==> config.mk <==
export PLATFORM = sky130hd
export DESIGN_NAME = bhc_window
export DESIGN_NICKNAME = d
export VERILOG_FILES = /design/src/rtl/core/bhc_pkg.sv /design/src/rtl/core/bhc_window.sv
export SDC_FILE = /design/constraint.sdc
export NUM_CORES = 1
export LEC_CHECK = 0
export CORE_UTILIZATION = 55
export CTS_CLUSTER_SIZE = 40
export DETAILED_ROUTE_END_ITERATION = 6
export DONT_BUFFER_PORTS = 1
export PLACE_DENSITY = 0.7
export RECOVER_POWER = 50
export SLEW_MARGIN = 20
export SYNTH_ARGS = -nofsm -noshare
export SYNTH_HDL_FRONTEND = slang
export SYNTH_SLANG_ARGS = --single-unit
==> constraint.sdc <==
create_clock -name i_clk -period 2.3 [get_ports i_clk]
set_input_delay 0.46 -clock i_clk [delete_from_list [all_inputs] [get_ports i_clk]]
set_output_delay 0.46 -clock i_clk [all_outputs]
set_load 0.02 [all_outputs]
==> src/rtl/core/bhc_pkg.sv <==
`timescale 1ns / 1ps
// ----------------------------------------------------------------------------
// bhc_pkg: shared types and constants of the buzhash chunker
// Widths, action and register codes, reset values and the rotate helper.
// ----------------------------------------------------------------------------
package bhc_pkg;

    localparam int WINDOW_BYTES = 64;
    localparam int FILL_W       = $clog2(WINDOW_BYTES + 1);
    localparam int OUT_ROT      = WINDOW_BYTES % 32;

    localparam int BYTE_W   = 8;
    localparam int HASH_W   = 32;
    localparam int LEN_W    = 25;
    localparam int TBL_DEPTH = 256;
    localparam int TBL_AW   = 8;

    localparam int ACT_W       = 2;
    localparam int IN_TDATA_W  = 48;
    localparam int OUT_TDATA_W = 72;

    localparam logic [ACT_W-1:0] ACT_DATA  = 2'd0;
    localparam logic [ACT_W-1:0] ACT_WRITE = 2'd1;
    localparam logic [ACT_W-1:0] ACT_EOS   = 2'd2;

    localparam int CFG_IDX_W = 2;
    localparam logic [CFG_IDX_W-1:0] CFG_MIN  = 2'd0;
    localparam logic [CFG_IDX_W-1:0] CFG_MAX  = 2'd1;
    localparam logic [CFG_IDX_W-1:0] CFG_MASK = 2'd2;

    localparam logic [LEN_W-1:0]  MIN_RESET  = 25'd65536;
    localparam logic [LEN_W-1:0]  MAX_RESET  = 25'd8388608;
    localparam logic [HASH_W-1:0] MASK_RESET = 32'd1048575;

    typedef struct packed {
        logic [LEN_W-1:0]  len_min;
        logic [LEN_W-1:0]  len_max;
        logic [HASH_W-1:0] mask;
    } t_cfg;

    // item held between the input register and the result register
    typedef struct packed {
        logic [ACT_W-1:0]  action;
        logic [BYTE_W-1:0] data_byte;
        logic              full;
    } t_stage;

    function automatic logic [HASH_W-1:0] rotl(input logic [HASH_W-1:0] x,
                                               input int unsigned n);
        int unsigned k;
        k = n % HASH_W;
        if (k == 0) begin
            return x;
        end
        return (x << k) | (x >> (HASH_W - k));
    endfunction

endpackage

==> src/rtl/core/bhc_window.sv <==
`timescale 1ns / 1ps
// ----------------------------------------------------------------------------
// bhc_window: sliding byte window
// Shift line of the last window bytes plus a fill counter that says when the
// oldest tap holds a real outgoing byte.
// ----------------------------------------------------------------------------
module bhc_window (
    input  logic                 i_clk,
    input  logic                 i_rst_n,
    input  logic                 i_push,
    input  logic                 i_clear,
    input  logic [bhc_pkg::BYTE_W-1:0] i_byte,
    output logic [bhc_pkg::BYTE_W-1:0] o_old_byte,
    output logic                 o_full
);
    import bhc_pkg::*;

    logic [BYTE_W-1:0] r_taps [WINDOW_BYTES];
    logic [FILL_W-1:0] r_fill;
    logic [FILL_W-1:0] n_fill;

    // taps are only read once the fill count says they were written
    always_ff @(posedge i_clk) begin
        if (i_push) begin
            r_taps[0] <= i_byte;
            for (int i = 1; i < WINDOW_BYTES; i++) begin
                r_taps[i] <= r_taps[i-1];
            end
        end
    end

    assign o_full     = (r_fill == FILL_W'(WINDOW_BYTES));
    assign o_old_byte = r_taps[WINDOW_BYTES-1];

    always_comb begin
        n_fill = r_fill;
        if (i_clear) begin
            n_fill = '0;
        end else if (i_push && !o_full) begin
            n_fill = r_fill + FILL_W'(1);
        end
    end

    always_ff @(posedge i_clk) begin
        if (!i_rst_n) begin
            r_fill <= '0;
        end else begin
            r_fill <= n_fill;
        end
    end

endmodule

==> metrics.cfg <==
[setup_path]
worst-endpoint-arrival_ns = 1.74
cp_slowest_stage_delay_ns = 0.36
path_max_fanout = 5
critPathCaptureType = output pin
critical_path.cell_chain = inv_1 -> ha_1 -> nor4b_2 -> and3_2
critPathKind = reg2out
critical_path_required_ns = 1.84
crit_path_top_delay_cell = sky130_fd_sc_hd__dfxtp_1
critical_path.startpoint_type = register

[global_route]
grt_antenna_before_repair = 0
overflow = 0
globalRouteTotalUtil_pct = 12.00
grt_max_degree = 519
grt_pass1_wl_mm = 26.98
first_global_vias = 5095

[layout]
nNetsFinal = 625
num_antenna_cells = 0
ratio_of_cells_with_drive_above_1_in_the_final_layout_pct = 10.51
multi_input_gate_area_in_the_final_layout_sq_um = 209.0
fillers = 1798
ff_latch_area_sq_um = 15510
areaGrowthSynthToFinish_pct = 12.93

[die]
io_pins = 21
fp.dieArea_sq_um = 29410
start_util_pct = 56.40
fp.coreArea_sq_um = 28010
die_height_um = 171.5
dieWidth_um = 171.5
total_number_of_placement_rows = 61

[route]
postRouteWirelength_mm = 16.83
avgRoutedWirePerCell_um = 16.42
detail-route-antenna-nets = 0
drtIter0Drc = 519
avgViaCountPerCell = 5.029
post-route-drc-count = 0
drt_pass1_iterations = 4
vias = 5155

[placement]
dp_hpwl_mm = 6.163
gp_congestion = 0.7025
place_worst_setup_slack_ns = 0.6898
port-buffer-count = 0

[clock_tree]
cts_resized = 0
postCtsSetupBuffers = 0
cts_inserted_buffers = 46
clockRootBuffer = sky130_fd_sc_hd__clkbuf_16
worst_setup_hold_path_clk_slew_ns = 0.06
post_cts_hold_buffer_count = 6
htreeDepth = 2
tritoncts = yes
clkLatencyLatePin_ns = 0.53
cts.sink_count = 519
clock_path_buffers = 3

[timing]
fin_worst_skew_ns = 0.009083
min_period_over_period_pct = 95.68
hold_viol = 0
post_route_setup_tns_ns = 0
worst_slew_pin_slew_ns = 1.089
fin_ws_ns = 0.09925
max_freq_mhz = 454.4
maxSlewViolCount = 0
fin_crit_ns = 2.201
report.final.setup_viol = 0
max_slew_headroom_pct = 27.42
grt_setup_unrepaired = no

[hold_path]
min_path_type = in2reg

[power]
totalPowerFinal_w = 0.01882
power-per-cell-area_nw_per_um2 = 1055
power_leakage_nw = 5.923
vdd.ir_drop.worst_v = 0.0005606

[flow_run]
max_cap_violations = 0

[logic_synthesis]
netlist-cell-type-count = 20
synth_largest_type_area_fraction_pct = 97.32
post-synth-top-area-cell = sky130_fd_sc_hd__edfxtp_1
synth_cells = 563
synthesis.yosys.warnings = 0
synth.ff_latch_count = 519
yosys-top-cells-area = sky130_fd_sc_hd__edfxtp_1 97%, sky130_fd_sc_hd__dfxtp_1 0.89%, sky130_fd_sc_hd__buf_4 0.38%, sky130_fd_sc_hd__ha_1 0.16%, sky130_fd_sc_hd__nand2_1 0.14%
synth_seq_area_share_pct = 98.20
syn-num-nets = 577
syn_avg_cell_area_sq_um = 28.06
post_synth_instance_area_sq_um = 15800

[status]
status = finished, final reports clean

-- final cells by class --
| cell class | instances | share of cell area [%] |
|---|---|---|
| sequential | 519 | 86.96 |
| clock buffer | 62 | 7.370 |
| inverter | 4 | 0.08415 |
| multi-input combinational | 32 | 1.171 |
| timing repair buffer | 8 | 0.4488 |
| clock inverter | 22 | 1.318 |
| tap | 378 | 2.651 |
-- cells by family (layout without fill, tap and decap cells) --
family                     Yosys count  after routing  synth area share [%]
buffers and inverters               12             96                0.4752
AOI/OAI and AO/OA                    7              7                0.2613
xor gates and xnor gates             2              2                0.1109
DFF                                519            519                 98.20
adders and majority gates            2              2                0.1584
muxes                                2              2                0.1267
and+or+nand+nor                     19             19                0.6652
-- through the flow --
stage | area, sq um | utilization [%] | std cells | hold WS (ns)
2_1_floorplan | 15800 | - | 563 | 0.4003
3_3_place_gp | 16210 | 57.88 | 933 | 0.4049
3_5_place_dp | 16210 | 57.88 | 933 | 0.4045
4_1_cts | 17820 | 63.63 | 1023 | 0.0004472
5_1_grt | 17840 | 63.70 | 1025 | 0.02087
6_report | 17840 | 63.70 | 1025 | 0.05326
-- power by group --
part           internal, W   total, W  switching, W
logic            0.0000137  0.0000223    0.00000854
registers           0.0110     0.0112      0.000159
clock network      0.00457    0.00764       0.00307
-- critical path: cells and delay by family, from the launching register on --
family,cells,cell delay [ns]
adder cells (fa/ha/maj),1,0.14
flip-flops,1,0.36
buffers and inverters,1,0.11
AND/OR/NAND/NOR,2,0.60
-- worst paths after layout --
kind / startpoint / endpoint / slack, ns / depth (start not counted)
setup / recovery: r_fill[0] / o_full / 0.1 / 4
hold / removal: i_push / r_taps[0][6] / 0.05 / 0
setup reg to reg: r_fill[0] / r_fill[0] / 0.79 / 5
hold reg to reg: r_taps[6][4] / r_taps[6][12] / 0.41 / 0
-- layout by cell type (no fill, tap or decap), drive strengths merged --
| cell | instances |
|---|---|
| ha | 2 |
| mux2i | 2 |
| clkinv | 15 |
| a21oi | 3 |
| nand4 | 2 |
| nand2b | 1 |
| clkbuf | 62 |
| a31oi | 1 |
| dfxtp | 7 |
| clkinvlp | 2 |
| dlygate4sd3 | 8 |
| nand2 | 6 |
| bufinv | 5 |
| nor4b | 1 |
| inv | 4 |
| nor2 | 2 |
| o21ai | 2 |
| and3 | 1 |
| nor2b | 1 |
| edfxtp | 512 |
| or3 | 2 |
| xor2 | 2 |
| nand3 | 3 |
| a211o | 1 |
-- synthesized netlist by cell type, drive strengths merged --
cell type	instances
a211o	1
a21oi	3
a31oi	1
and3	1
buf	8
dfxtp	7
edfxtp	512
ha	2
inv	4
mux2i	2
nand2	6
nand2b	1
nand3	3
nand4	2
nor2	2
nor2b	1
nor4b	1
o21ai	2
or3	2
xor2	2
-- sequential cells by signal, indices dropped and copies added, names as in the netlist --
signal / count
r_fill: 7
r_taps: 512
-- routing by layer --
metal	GRT usage (%)	part of all wire, %
met3	2.922	3.9
met2	17.99	45
met4	5.357	3.1
met1	16.98	48
met5	0	0
Note: power is estimated with default switching activity, not from simulation.
