$ cat src/rtl/core/bhc_pkg.sv
`timescale 1ns / 1ps
// ----------------------------------------------------------------------------
// bhc_pkg: shared types and constants of the buzhash chunker
// Widths, action and register codes, reset values and the rotate helper.
// ----------------------------------------------------------------------------
package bhc_pkg;

    localparam int WINDOW_BYTES = 64;
    localparam int FILL_W       = $clog2(WINDOW_BYTES + 1);
    localparam int OUT_ROT      = WINDOW_BYTES % 32;

    localparam int BYTE_W   = 8;
    localparam int HASH_W   = 32;
    localparam int LEN_W    = 25;
    localparam int TBL_DEPTH = 256;
    localparam int TBL_AW   = 8;

    localparam int ACT_W       = 2;
    localparam int IN_TDATA_W  = 48;
    localparam int OUT_TDATA_W = 72;

    localparam logic [ACT_W-1:0] ACT_DATA  = 2'd0;
    localparam logic [ACT_W-1:0] ACT_WRITE = 2'd1;
    localparam logic [ACT_W-1:0] ACT_EOS   = 2'd2;

    localparam int CFG_IDX_W = 2;
    localparam logic [CFG_IDX_W-1:0] CFG_MIN  = 2'd0;
    localparam logic [CFG_IDX_W-1:0] CFG_MAX  = 2'd1;
    localparam logic [CFG_IDX_W-1:0] CFG_MASK = 2'd2;

    localparam logic [LEN_W-1:0]  MIN_RESET  = 25'd65536;
    localparam logic [LEN_W-1:0]  MAX_RESET  = 25'd8388608;
    localparam logic [HASH_W-1:0] MASK_RESET = 32'd1048575;

    typedef struct packed {
        logic [LEN_W-1:0]  len_min;
        logic [LEN_W-1:0]  len_max;
        logic [HASH_W-1:0] mask;
    } t_cfg;

    // item held between the input register and the result register
    typedef struct packed {
        logic [ACT_W-1:0]  action;
        logic [BYTE_W-1:0] data_byte;
        logic              full;
    } t_stage;

    function automatic logic [HASH_W-1:0] rotl(input logic [HASH_W-1:0] x,
                                               input int unsigned n);
        int unsigned k;
        k = n % HASH_W;
        if (k == 0) begin
            return x;
        end
        return (x << k) | (x >> (HASH_W - k));
    endfunction

endpackage

$ cat src/rtl/core/bhc_hash.sv
`timescale 1ns / 1ps
// ----------------------------------------------------------------------------
// bhc_hash: rolling hash update, chunk decision and result register
// Holds the hash and chunk length; builds one result per data byte or flush.
// ----------------------------------------------------------------------------
module bhc_hash (
    input  logic                        i_clk,
    input  logic                        i_rst_n,
    input  bhc_pkg::t_cfg               i_cfg,
    input  logic                        i_s1_valid,
    input  bhc_pkg::t_stage             i_s1,
    input  logic [bhc_pkg::HASH_W-1:0]  i_new_word,
    input  logic [bhc_pkg::HASH_W-1:0]  i_old_word,
    input  logic                        i_m_ready,
    output logic                        o_advance,
    output logic                        o_valid,
    output logic                        o_has_byte,
    output logic [bhc_pkg::BYTE_W-1:0]  o_out_byte,
    output logic                        o_chunk_end,
    output logic [bhc_pkg::LEN_W-1:0]   o_chunk_len,
    output logic [bhc_pkg::HASH_W-1:0]  o_hash
);
    import bhc_pkg::*;

    logic [HASH_W-1:0] r_hash, n_hash;
    logic [LEN_W-1:0]  r_len, n_len;
    logic              r_valid, n_valid;
    logic              r_has_byte, n_has_byte;
    logic [BYTE_W-1:0] r_out_byte, n_out_byte;
    logic              r_end, n_end;
    logic [LEN_W-1:0]  r_olen, n_olen;
    logic [HASH_W-1:0] r_ohash, n_ohash;

    logic [HASH_W-1:0] w_hash;
    logic [LEN_W-1:0]  w_len;
    logic [LEN_W-1:0]  w_eff_min;
    logic              w_end;

    assign o_advance = i_s1_valid && (!r_valid || i_m_ready);

    assign w_hash = rotl(r_hash, 1) ^ i_new_word
                  ^ (i_s1.full ? rotl(i_old_word, OUT_ROT) : '0);
    assign w_len     = r_len + LEN_W'(1);
    assign w_eff_min = (i_cfg.len_min < i_cfg.len_max) ? i_cfg.len_min
                                                       : i_cfg.len_max;
    assign w_end = (w_len >= w_eff_min)
                && (((w_hash & i_cfg.mask) == '0) || (w_len >= i_cfg.len_max));

    always_comb begin
        n_hash     = r_hash;
        n_len      = r_len;
        n_valid    = r_valid && !i_m_ready;
        n_has_byte = r_has_byte;
        n_out_byte = r_out_byte;
        n_end      = r_end;
        n_olen     = r_olen;
        n_ohash    = r_ohash;
        if (o_advance) begin
            case (i_s1.action)
                ACT_DATA: begin
                    n_hash     = w_hash;
                    n_len      = w_end ? '0 : w_len;
                    n_valid    = 1'b1;
                    n_has_byte = 1'b1;
                    n_out_byte = i_s1.data_byte;
                    n_end      = w_end;
                    n_olen     = w_len;
                    n_ohash    = w_hash;
                end
                ACT_EOS: begin
                    // flush only a non-empty chunk, then clear the stream
                    n_hash     = '0;
                    n_len      = '0;
                    n_valid    = (r_len != '0);
                    n_has_byte = 1'b0;
                    n_out_byte = '0;
                    n_end      = 1'b1;
                    n_olen     = r_len;
                    n_ohash    = r_hash;
                end
                default: begin
                    n_valid = 1'b0;
                end
            endcase
        end
    end

    always_ff @(posedge i_clk) begin
        if (!i_rst_n) begin
            r_hash  <= '0;
            r_len   <= '0;
            r_valid <= 1'b0;
        end else begin
            r_hash  <= n_hash;
            r_len   <= n_len;
            r_valid <= n_valid;
        end
    end

    always_ff @(posedge i_clk) begin
        r_has_byte <= n_has_byte;
        r_out_byte <= n_out_byte;
        r_end      <= n_end;
        r_olen     <= n_olen;
        r_ohash    <= n_ohash;
    end

    assign o_valid     = r_valid;
    assign o_has_byte  = r_has_byte;
    assign o_out_byte  = r_out_byte;
    assign o_chunk_end = r_end;
    assign o_chunk_len = r_olen;
    assign o_hash      = r_ohash;

endmodule

$ cat config.mk
export PLATFORM = sky130hd
export DESIGN_NAME = bhc_hash
export DESIGN_NICKNAME = d
export VERILOG_FILES = /design/src/rtl/core/bhc_pkg.sv /design/src/rtl/core/bhc_hash.sv
export SDC_FILE = /design/constraint.sdc
export NUM_CORES = 1
export LEC_CHECK = 0
export ABC_AREA = 1
export BUFFER_PORTS_ARGS = -buffer_cell sky130_fd_sc_hd__buf_2
export CAP_MARGIN = 20
export CORE_MARGIN = 10
export CORE_UTILIZATION = 31
export CTS_CLUSTER_DIAMETER = 40
export DETAILED_ROUTE_END_ITERATION = 10
export GPL_TIMING_DRIVEN = 1
export PLACE_DENSITY = 0.63
export SYNTH_ARGS = -nofsm -noshare
export SYNTH_HDL_FRONTEND = slang
export SYNTH_SLANG_ARGS = --single-unit
$ cat constraint.sdc
create_clock -name i_clk -period 4.3 [get_ports i_clk]
set_input_delay 1.075 -clock i_clk [delete_from_list [all_inputs] [get_ports i_clk]]
set_output_delay 1.075 -clock i_clk [all_outputs]
set_load 0.02 [all_outputs]
==> out/metrics.yaml, run 1 <==
outcome:
  status: "complete, no violations"
worst_setup_path:
  r2r-end: "o_chunk_end"
  r2r_cells: 16
  r2r-start: "r_len[0]"
  slowest_delay_ns: 0.35
  path_cells: "buf_2 -> inv_1 -> ha_1 -> a21oi_1 -> o21ai_0 -> nand2_1 -> o211ai_1 -> a21oi_1 -> nand2_1 -> buf_12 -> nand2_1 -> o21ai_0 -> ha_1 -> a21oi_1 -> nor2_1 -> a211oi_1 -> a21o_1 -> nand3_1 -> nand2_2 -> buf_12 -> nand2_1"
  worstPathArrival_ns: 4.07
  critPathSlowestCell: "a211oi_1"
  end_kind: "flip-flop"
  rrSetupSlack_ns: 0.74
  worstSetupStartpointType: "input pin"
  path_common_cell: "nand2_1"
  worstSetupPathType: "input pin to flip-flop"
  cp_max_fo: 49
  required_ns: 4.45
global_route:
  grt_usage: 0.146
  antenna_found_initial: 3
  grt_max_degree: 99
  grt_pass1_wl_um: 42800
  grt_pass1_vias: 8467
  grt_overflow: 0
clock_network:
  path_clk_slew_ns: 0.06
  root_buffer: "clkbuf_16"
  cts_sinks: 125
  cts_hold_buf: 0
  cts_tree: "yes"
  cts_setup_buffers: 0
  cts_buffers: 17
  cts_buffer_depth: 2
  clock_latency_ns: 0.42
  cts_resized: 0
  htreeDepth: 4
placement:
  place_congestion: 0.892
  io_buffers: 229
  hpwl_um: 21500
timing:
  slew_headroom: 0.567
  fin_tns_setup_ns: 0
  hold_viol: 0
  setup_viol: 0
  fmax_ghz: 0.255
  period_share: 0.912
  grt_setup_unrepaired: "no"
  fin_crit_ns: 3.92
  timing.hold.ws_ns: 0.504
  tightest_slew_ns: 0.649
  finalMaxSlewViolations: 0
  skew_ns: 0.0168
synthesis:
  async_reset_ff_frac: 0
  syn_inst: 1251
  ys.flop_type: "edfxtp_1"
  ys_seq_area_frac: 0.358
  ys_types: 39
  avgSynthCellArea_um2: 7.09
  synth-edff-count: 67
  yosys_warnings: 0
  synth.ff_latch_count: 125
  synth_area_um2: 8870
  synth.net_count: 1488
min_path:
  hold_path_class: "flip-flop to flip-flop"
  min_from: "r_len[23]"
  hold_path_depth: 2
  hold_path_end: "r_len[23]"
final_layout:
  antennaDiodeCount: 0
  final_cell_mix: "363 x nand2_1, 229 x buf_2, 152 x inv_1"
  nets: 1703
  synthToLayoutAreaGrowth_pct: 24.4
  utilization: 0.394
  layout.cells.most_common: "nand2_1"
  drive_above_1_share: 0.194
routing:
  drtPass1Iterations: 5
  avgRoutedWirePerCell_um: 14.7
  routed_via_density: 4.76
  finalWirelength_um: 27400
  post-route-drc-count: 0
  first_iter_violations: 608
  postRouteAntennaNets: 0
  vias: 8844
power:
  power_leakage_nw: 5.34
  ir_drop_v: 0.000246
  powerDensity_nw_per_um2: 320
floorplanning:
  start_util: 0.317
  die-area_um2: 35800
  coreArea_um2: 28000
  fp.dieH_um: 189
  num_rows: 61
  ios: 230
  die_x_um: 189
job:
  max_cap_violations: 0
[Yosys cell counts (all sizes together), types with 17 or more instances]
library cell / number / area share
nand4: 26 / 0.018
edfxtp: 67 / 0.23
a21oi: 91 / 0.051
inv: 154 / 0.065
nand2: 365 / 0.15
nand3: 105 / 0.060
nor2: 73 / 0.032
o21ai: 117 / 0.066
ha: 76 / 0.11
nor3: 21 / 0.013
xor2: 17 / 0.017
dfxtp: 58 / 0.13
clkbuf: 27 / 0.013
[cell type report]
class,count,area (um2)
multi-input combinational,928,4890
fill,2973,17000
timing repair buffer,238,1260
tap,378,473
sequential,125,3170
inverter,156,601
clock buffer,18,429
clock inverter,14,206
[sequential cells by signal (all words and copies together) (netlist names)]
name	count
o_chunk_end	1
o_chunk_len	25
o_has_byte	1
o_hash	32
o_out_byte	8
o_valid	1
r_hash	32
r_len	25
[critical path, delay by kind of cell]
kind            cells  cell delay, ns
buf+inv             4            0.51
simple gates        7            0.56
fa+ha+maj           2            0.61
compound gates      8            1.30
[logic make-up (layout without fill, tap and decap cells)]
| family | after synthesis | in the layout | share of synthesized area |
|---|---|---|---|
| xor gates and xnor gates | 17 | 17 | 0.0168 |
| and+or+nand+nor | 612 | 612 | 0.296 |
| adders and majority gates | 76 | 76 | 0.107 |
| buffers and inverters | 198 | 426 | 0.0922 |
| DFF | 125 | 125 | 0.358 |
| AOI/OAI and AO/OA | 223 | 223 | 0.131 |
[metal layers]
metal | global-route usage | share of wire | wire length, um | up-vias
met1 | 0.178 | 0.43 | 11800 | 3932
met5 | 0 | 0.00080 | 22 | -
met2 | 0.246 | 0.48 | 13100 | 259
met3 | 0.0338 | 0.063 | 1720 | 42
li1 | - | - | - | 4605
met4 | 0.0559 | 0.027 | 750 | 6
[worst max-delay path by stage]
| stage | from | end | slack (ns) | depth (start not counted) |
|---|---|---|---|---|
| floorplan | i_m_ready | o_chunk_end | 0.17 | 6 |
| global placement | i_cfg[52] | o_chunk_end | 0.02 | 20 |
| detailed placement | i_cfg[34] | o_chunk_end | -0.03 | 21 |
| CTS | i_cfg[34] | o_chunk_end | 0.43 | 21 |
| global route | i_cfg[50] | o_chunk_end | 0.06 | 21 |
| finish | i_cfg[52] | o_chunk_end | 0.38 | 21 |
[report_power, final]
group | internal [mW] | total [mW] | leakage [nW] | switching, mW
combinational | 0.223 | 0.604 | 3.94 | 0.381
sequential | 1.32 | 1.35 | 1.10 | 0.0287
clock | 0.985 | 1.58 | 0.300 | 0.592
[through the flow]
stage / setup slack (ns) / power (mW) / cells / cell area, um2
2_1_floorplan: 0.168 / 1.76 / 1251 / 8870
6_report: 0.379 / 3.53 / 1857 / 11000
4_1_cts: 0.425 / 3.57 / 1857 / 11000
3_3_place_gp: 0.0204 / 1.97 / 1825 / 10400
5_1_grt: 0.0616 / 3.71 / 1857 / 11000
3_5_place_dp: -0.0260 / 1.99 / 1825 / 10400
(Power assumes the default switching activity.)
==> run 2: changes to the inputs <==
- PLACE_DENSITY: 0.63 -> 0.62
- clock period: 4.3 -> 4.4 ns (I/O delays scaled with it)
==> run 2 against run 1 <==
Effect of this change:
- hold slack improved by 0.0071 ns
- worst setup slack gained 0.054 ns
- design area shrank 0.43%
- critical endpoint is now r_len[6]
- largest cell class unchanged
- largest power group unchanged
- highest routed layer unchanged
==> out/metrics.yaml, run 2 (synthesis gave the netlist of run 1 again) <==
outcome:
  status: "complete, no violations"
timing:
  skew_ns: 0.0143  # -0.00248 ns
  fin_crit_ns: 3.97
  period_share: 0.902
  slew_headroom: 0.431  # -0.136
  finalMaxSlewViolations: 0  # unchanged
  tightest_slew_ns: 0.849  # +0.199 ns
  fmax_ghz: 0.252
  hold_viol: 0  # unchanged
  grt_setup_unrepaired: "no"
  fin_tns_setup_ns: 0  # unchanged
  setup_viol: 0  # unchanged
clock_network:
  cts_buffer_depth: 2  # unchanged
  cts_resized: 0  # unchanged
  cts_hold_buf: 0  # unchanged
  cts_setup_buffers: 0  # unchanged
  root_buffer: "clkbuf_16"
  clock_latency_ns: 0.42  # about the same
  htreeDepth: 4  # unchanged
  cts_sinks: 125  # unchanged
  cts_buffers: 17  # unchanged
  path_clk_slew_ns: 0.06  # about the same
  cts_tree: "yes"
worst_setup_path:
  cp-endpoint: "r_len[6]"
  cp_max_fo: 25  # -49%
  r2r_cells: 20  # +4
  end_kind: "flip-flop"
  r2r-end: "r_len[6]"
  slowest_delay_ns: 0.36  # about the same
  worstSetupStartpointType: "input pin"
  rrSetupSlack_ns: 0.79  # +0.05 ns
  path_common_cell: "nand2_1"
  path_cells: "buf_2 -> inv_1 -> ha_1 -> a21oi_1 -> o21ai_0 -> nand2_1 -> o211ai_1 -> a21oi_1 -> nand2_1 -> buf_4 -> nand2_1 -> o21ai_0 -> ha_1 -> nand2_1 -> nor3_1 -> nand3_1 -> a21o_1 -> nand3_1 -> nand2_2 -> buf_12 -> nand2_1 -> a21oi_1"
  worstPathArrival_ns: 4.23  # +0.16 ns
  cp_top_family: "simple AND/OR/NAND/NOR gates"
  cp.depth: 22  # +4.8%
  worstSetupPathType: "input pin to flip-flop"
  cp-startpoint: "i_cfg[52]"
  required_ns: 4.66  # +0.21 ns
  r2r-start: "r_len[0]"
  critPathSlowestCell: "nor3_1"
  path_buf_inv: 4  # unchanged
placement:
  dp.cells: 1826  # +0.055%
  io_buffers: 229  # unchanged
  place_congestion: 0.892  # about the same
  hpwl_um: 21500  # +0.27%
final_layout:
  seq_area_um2: 3170  # unchanged
  drive_above_1_share: 0.194  # about the same
  fill_cells: 2964  # -0.30%
  fin_cells: 1861  # +0.22%
  synthToLayoutAreaGrowth_pct: 23.9
  layout.cells.most_common: "nand2_1"
  multi_input_area_um2: 4890  # about the same
  nets: 1704  # +0.059%
  final_cell_mix: "363 x nand2_1, 229 x buf_2, 152 x inv_1"
job:
  max_cap_violations: 0  # unchanged
routing:
  drtPass1Iterations: 5  # unchanged
  vias: 8834  # -0.11%
  post-route-drc-count: 0  # unchanged
  finalWirelength_um: 27200  # -0.76%
  first_iter_violations: 540  # -11%
  routed_via_density: 4.75  # -0.33%
  postRouteAntennaNets: 0  # unchanged
  avgRoutedWirePerCell_um: 14.6  # -0.97%
power:
  power_leakage_nw: 5.32  # -0.37%
  ir_drop_v: 0.000220  # -11%
  power_mw: 3.33  # -5.9%
  powerDensity_nw_per_um2: 303  # -5.5%
floorplanning:
  fp.dieH_um: 189  # unchanged
  start_util: 0.317  # unchanged
  die-area_um2: 35800  # unchanged
  coreArea_um2: 28000  # unchanged
  num_rows: 61  # unchanged
  ios: 230  # unchanged
  die_x_um: 189  # unchanged
min_path:
  hold_path_class: "flip-flop to flip-flop"
global_route:
  grt_pass1_vias: 8448  # -0.22%
  grt_usage: 0.146  # -0.000337
  grt_pass1_wl_um: 42900  # +0.31%
  antenna_found_initial: 6  # +3
  grt_max_degree: 98  # -1.0%
  grt_overflow: 0  # unchanged
## run 2: changes by cell type in the layout (fill, tap and decap cells not counted)
cell       previous run  this run
diode_2               0         3
buf_4                 5         7
bufinv_16             4         2
buf_12                4         3
clkinv_4              1         2
inv_2                 1         2
nor2_1               67        68
nor2_2                5         4
## run 2: worst min path at each step
stage	slack [ns]	depth (start not counted)	end	from
6_report	0.51	2	r_len[23]	r_len[23]
5_1_grt	0.53	2	r_len[23]	r_len[23]
4_1_cts	0.51	2	r_len[23]	r_len[23]
3_5_place_dp	0.50	2	r_len[23]	r_len[23]
3_3_place_gp	0.49	2	r_len[23]	r_len[23]
2_1_floorplan	0.47	2	r_len[21]	r_len[21]
## run 2: layout make-up
type | instances | area share
multi-input combinational | 928 | 0.445
sequential | 125 | 0.289
timing repair buffer | 239 | 0.115
inverter | 156 | 0.0545
tap | 378 | 0.0430
clock buffer | 18 | 0.0390
clock inverter | 14 | 0.0146
antenna | 3 | 0.000683
## run 2: where the power goes
group	switching [mW]	total, mW	internal [mW]
sequential	0.0278	1.32	1.29
combinational	0.369	0.586	0.217
clock	0.571	1.42	0.848
total	0.968	3.33	2.36
## run 2: worst reg2reg max path, cell delays in order (launching register included)
cell,delay (ns)
dfxtp_1,0.52
ha_1,0.25
nand3_1,0.19
nor2_1,0.17
nand2_2,0.11
nor2_2,0.15
nand2_1,0.15
nor2_1,0.12
nand2_1,0.07
nand2_1,0.07
inv_1,0.07
ha_1,0.32
nand4_1,0.15
or2_2,0.32
inv_1,0.08
nand4_1,0.09
nand3_1,0.12
nand2_2,0.17
buf_12,0.21
nand2_1,0.07
a21oi_1,0.06
## run 2: metrics by stage
stage / setup WS [ns] / utilization / instance area, um2 / hold slack (ns)
final: 0.433 / 0.392 / 11000 / 0.511
after global routing: 0.120 / 0.392 / 11000 / 0.531
after CTS: 0.447 / 0.392 / 11000 / 0.510
after detailed placement: 0.0155 / 0.371 / 10400 / 0.500
after global placement: 0.0679 / 0.371 / 10400 / 0.490
after floorplan: 0.243 / - / 8870 / 0.471
## run 2: routing by layer
metal	share of wire	GRT usage
met1	0.44	0.181
met3	0.065	0.0379
met4	0.014	0.0406
met5	0.0018	0
met2	0.48	0.245
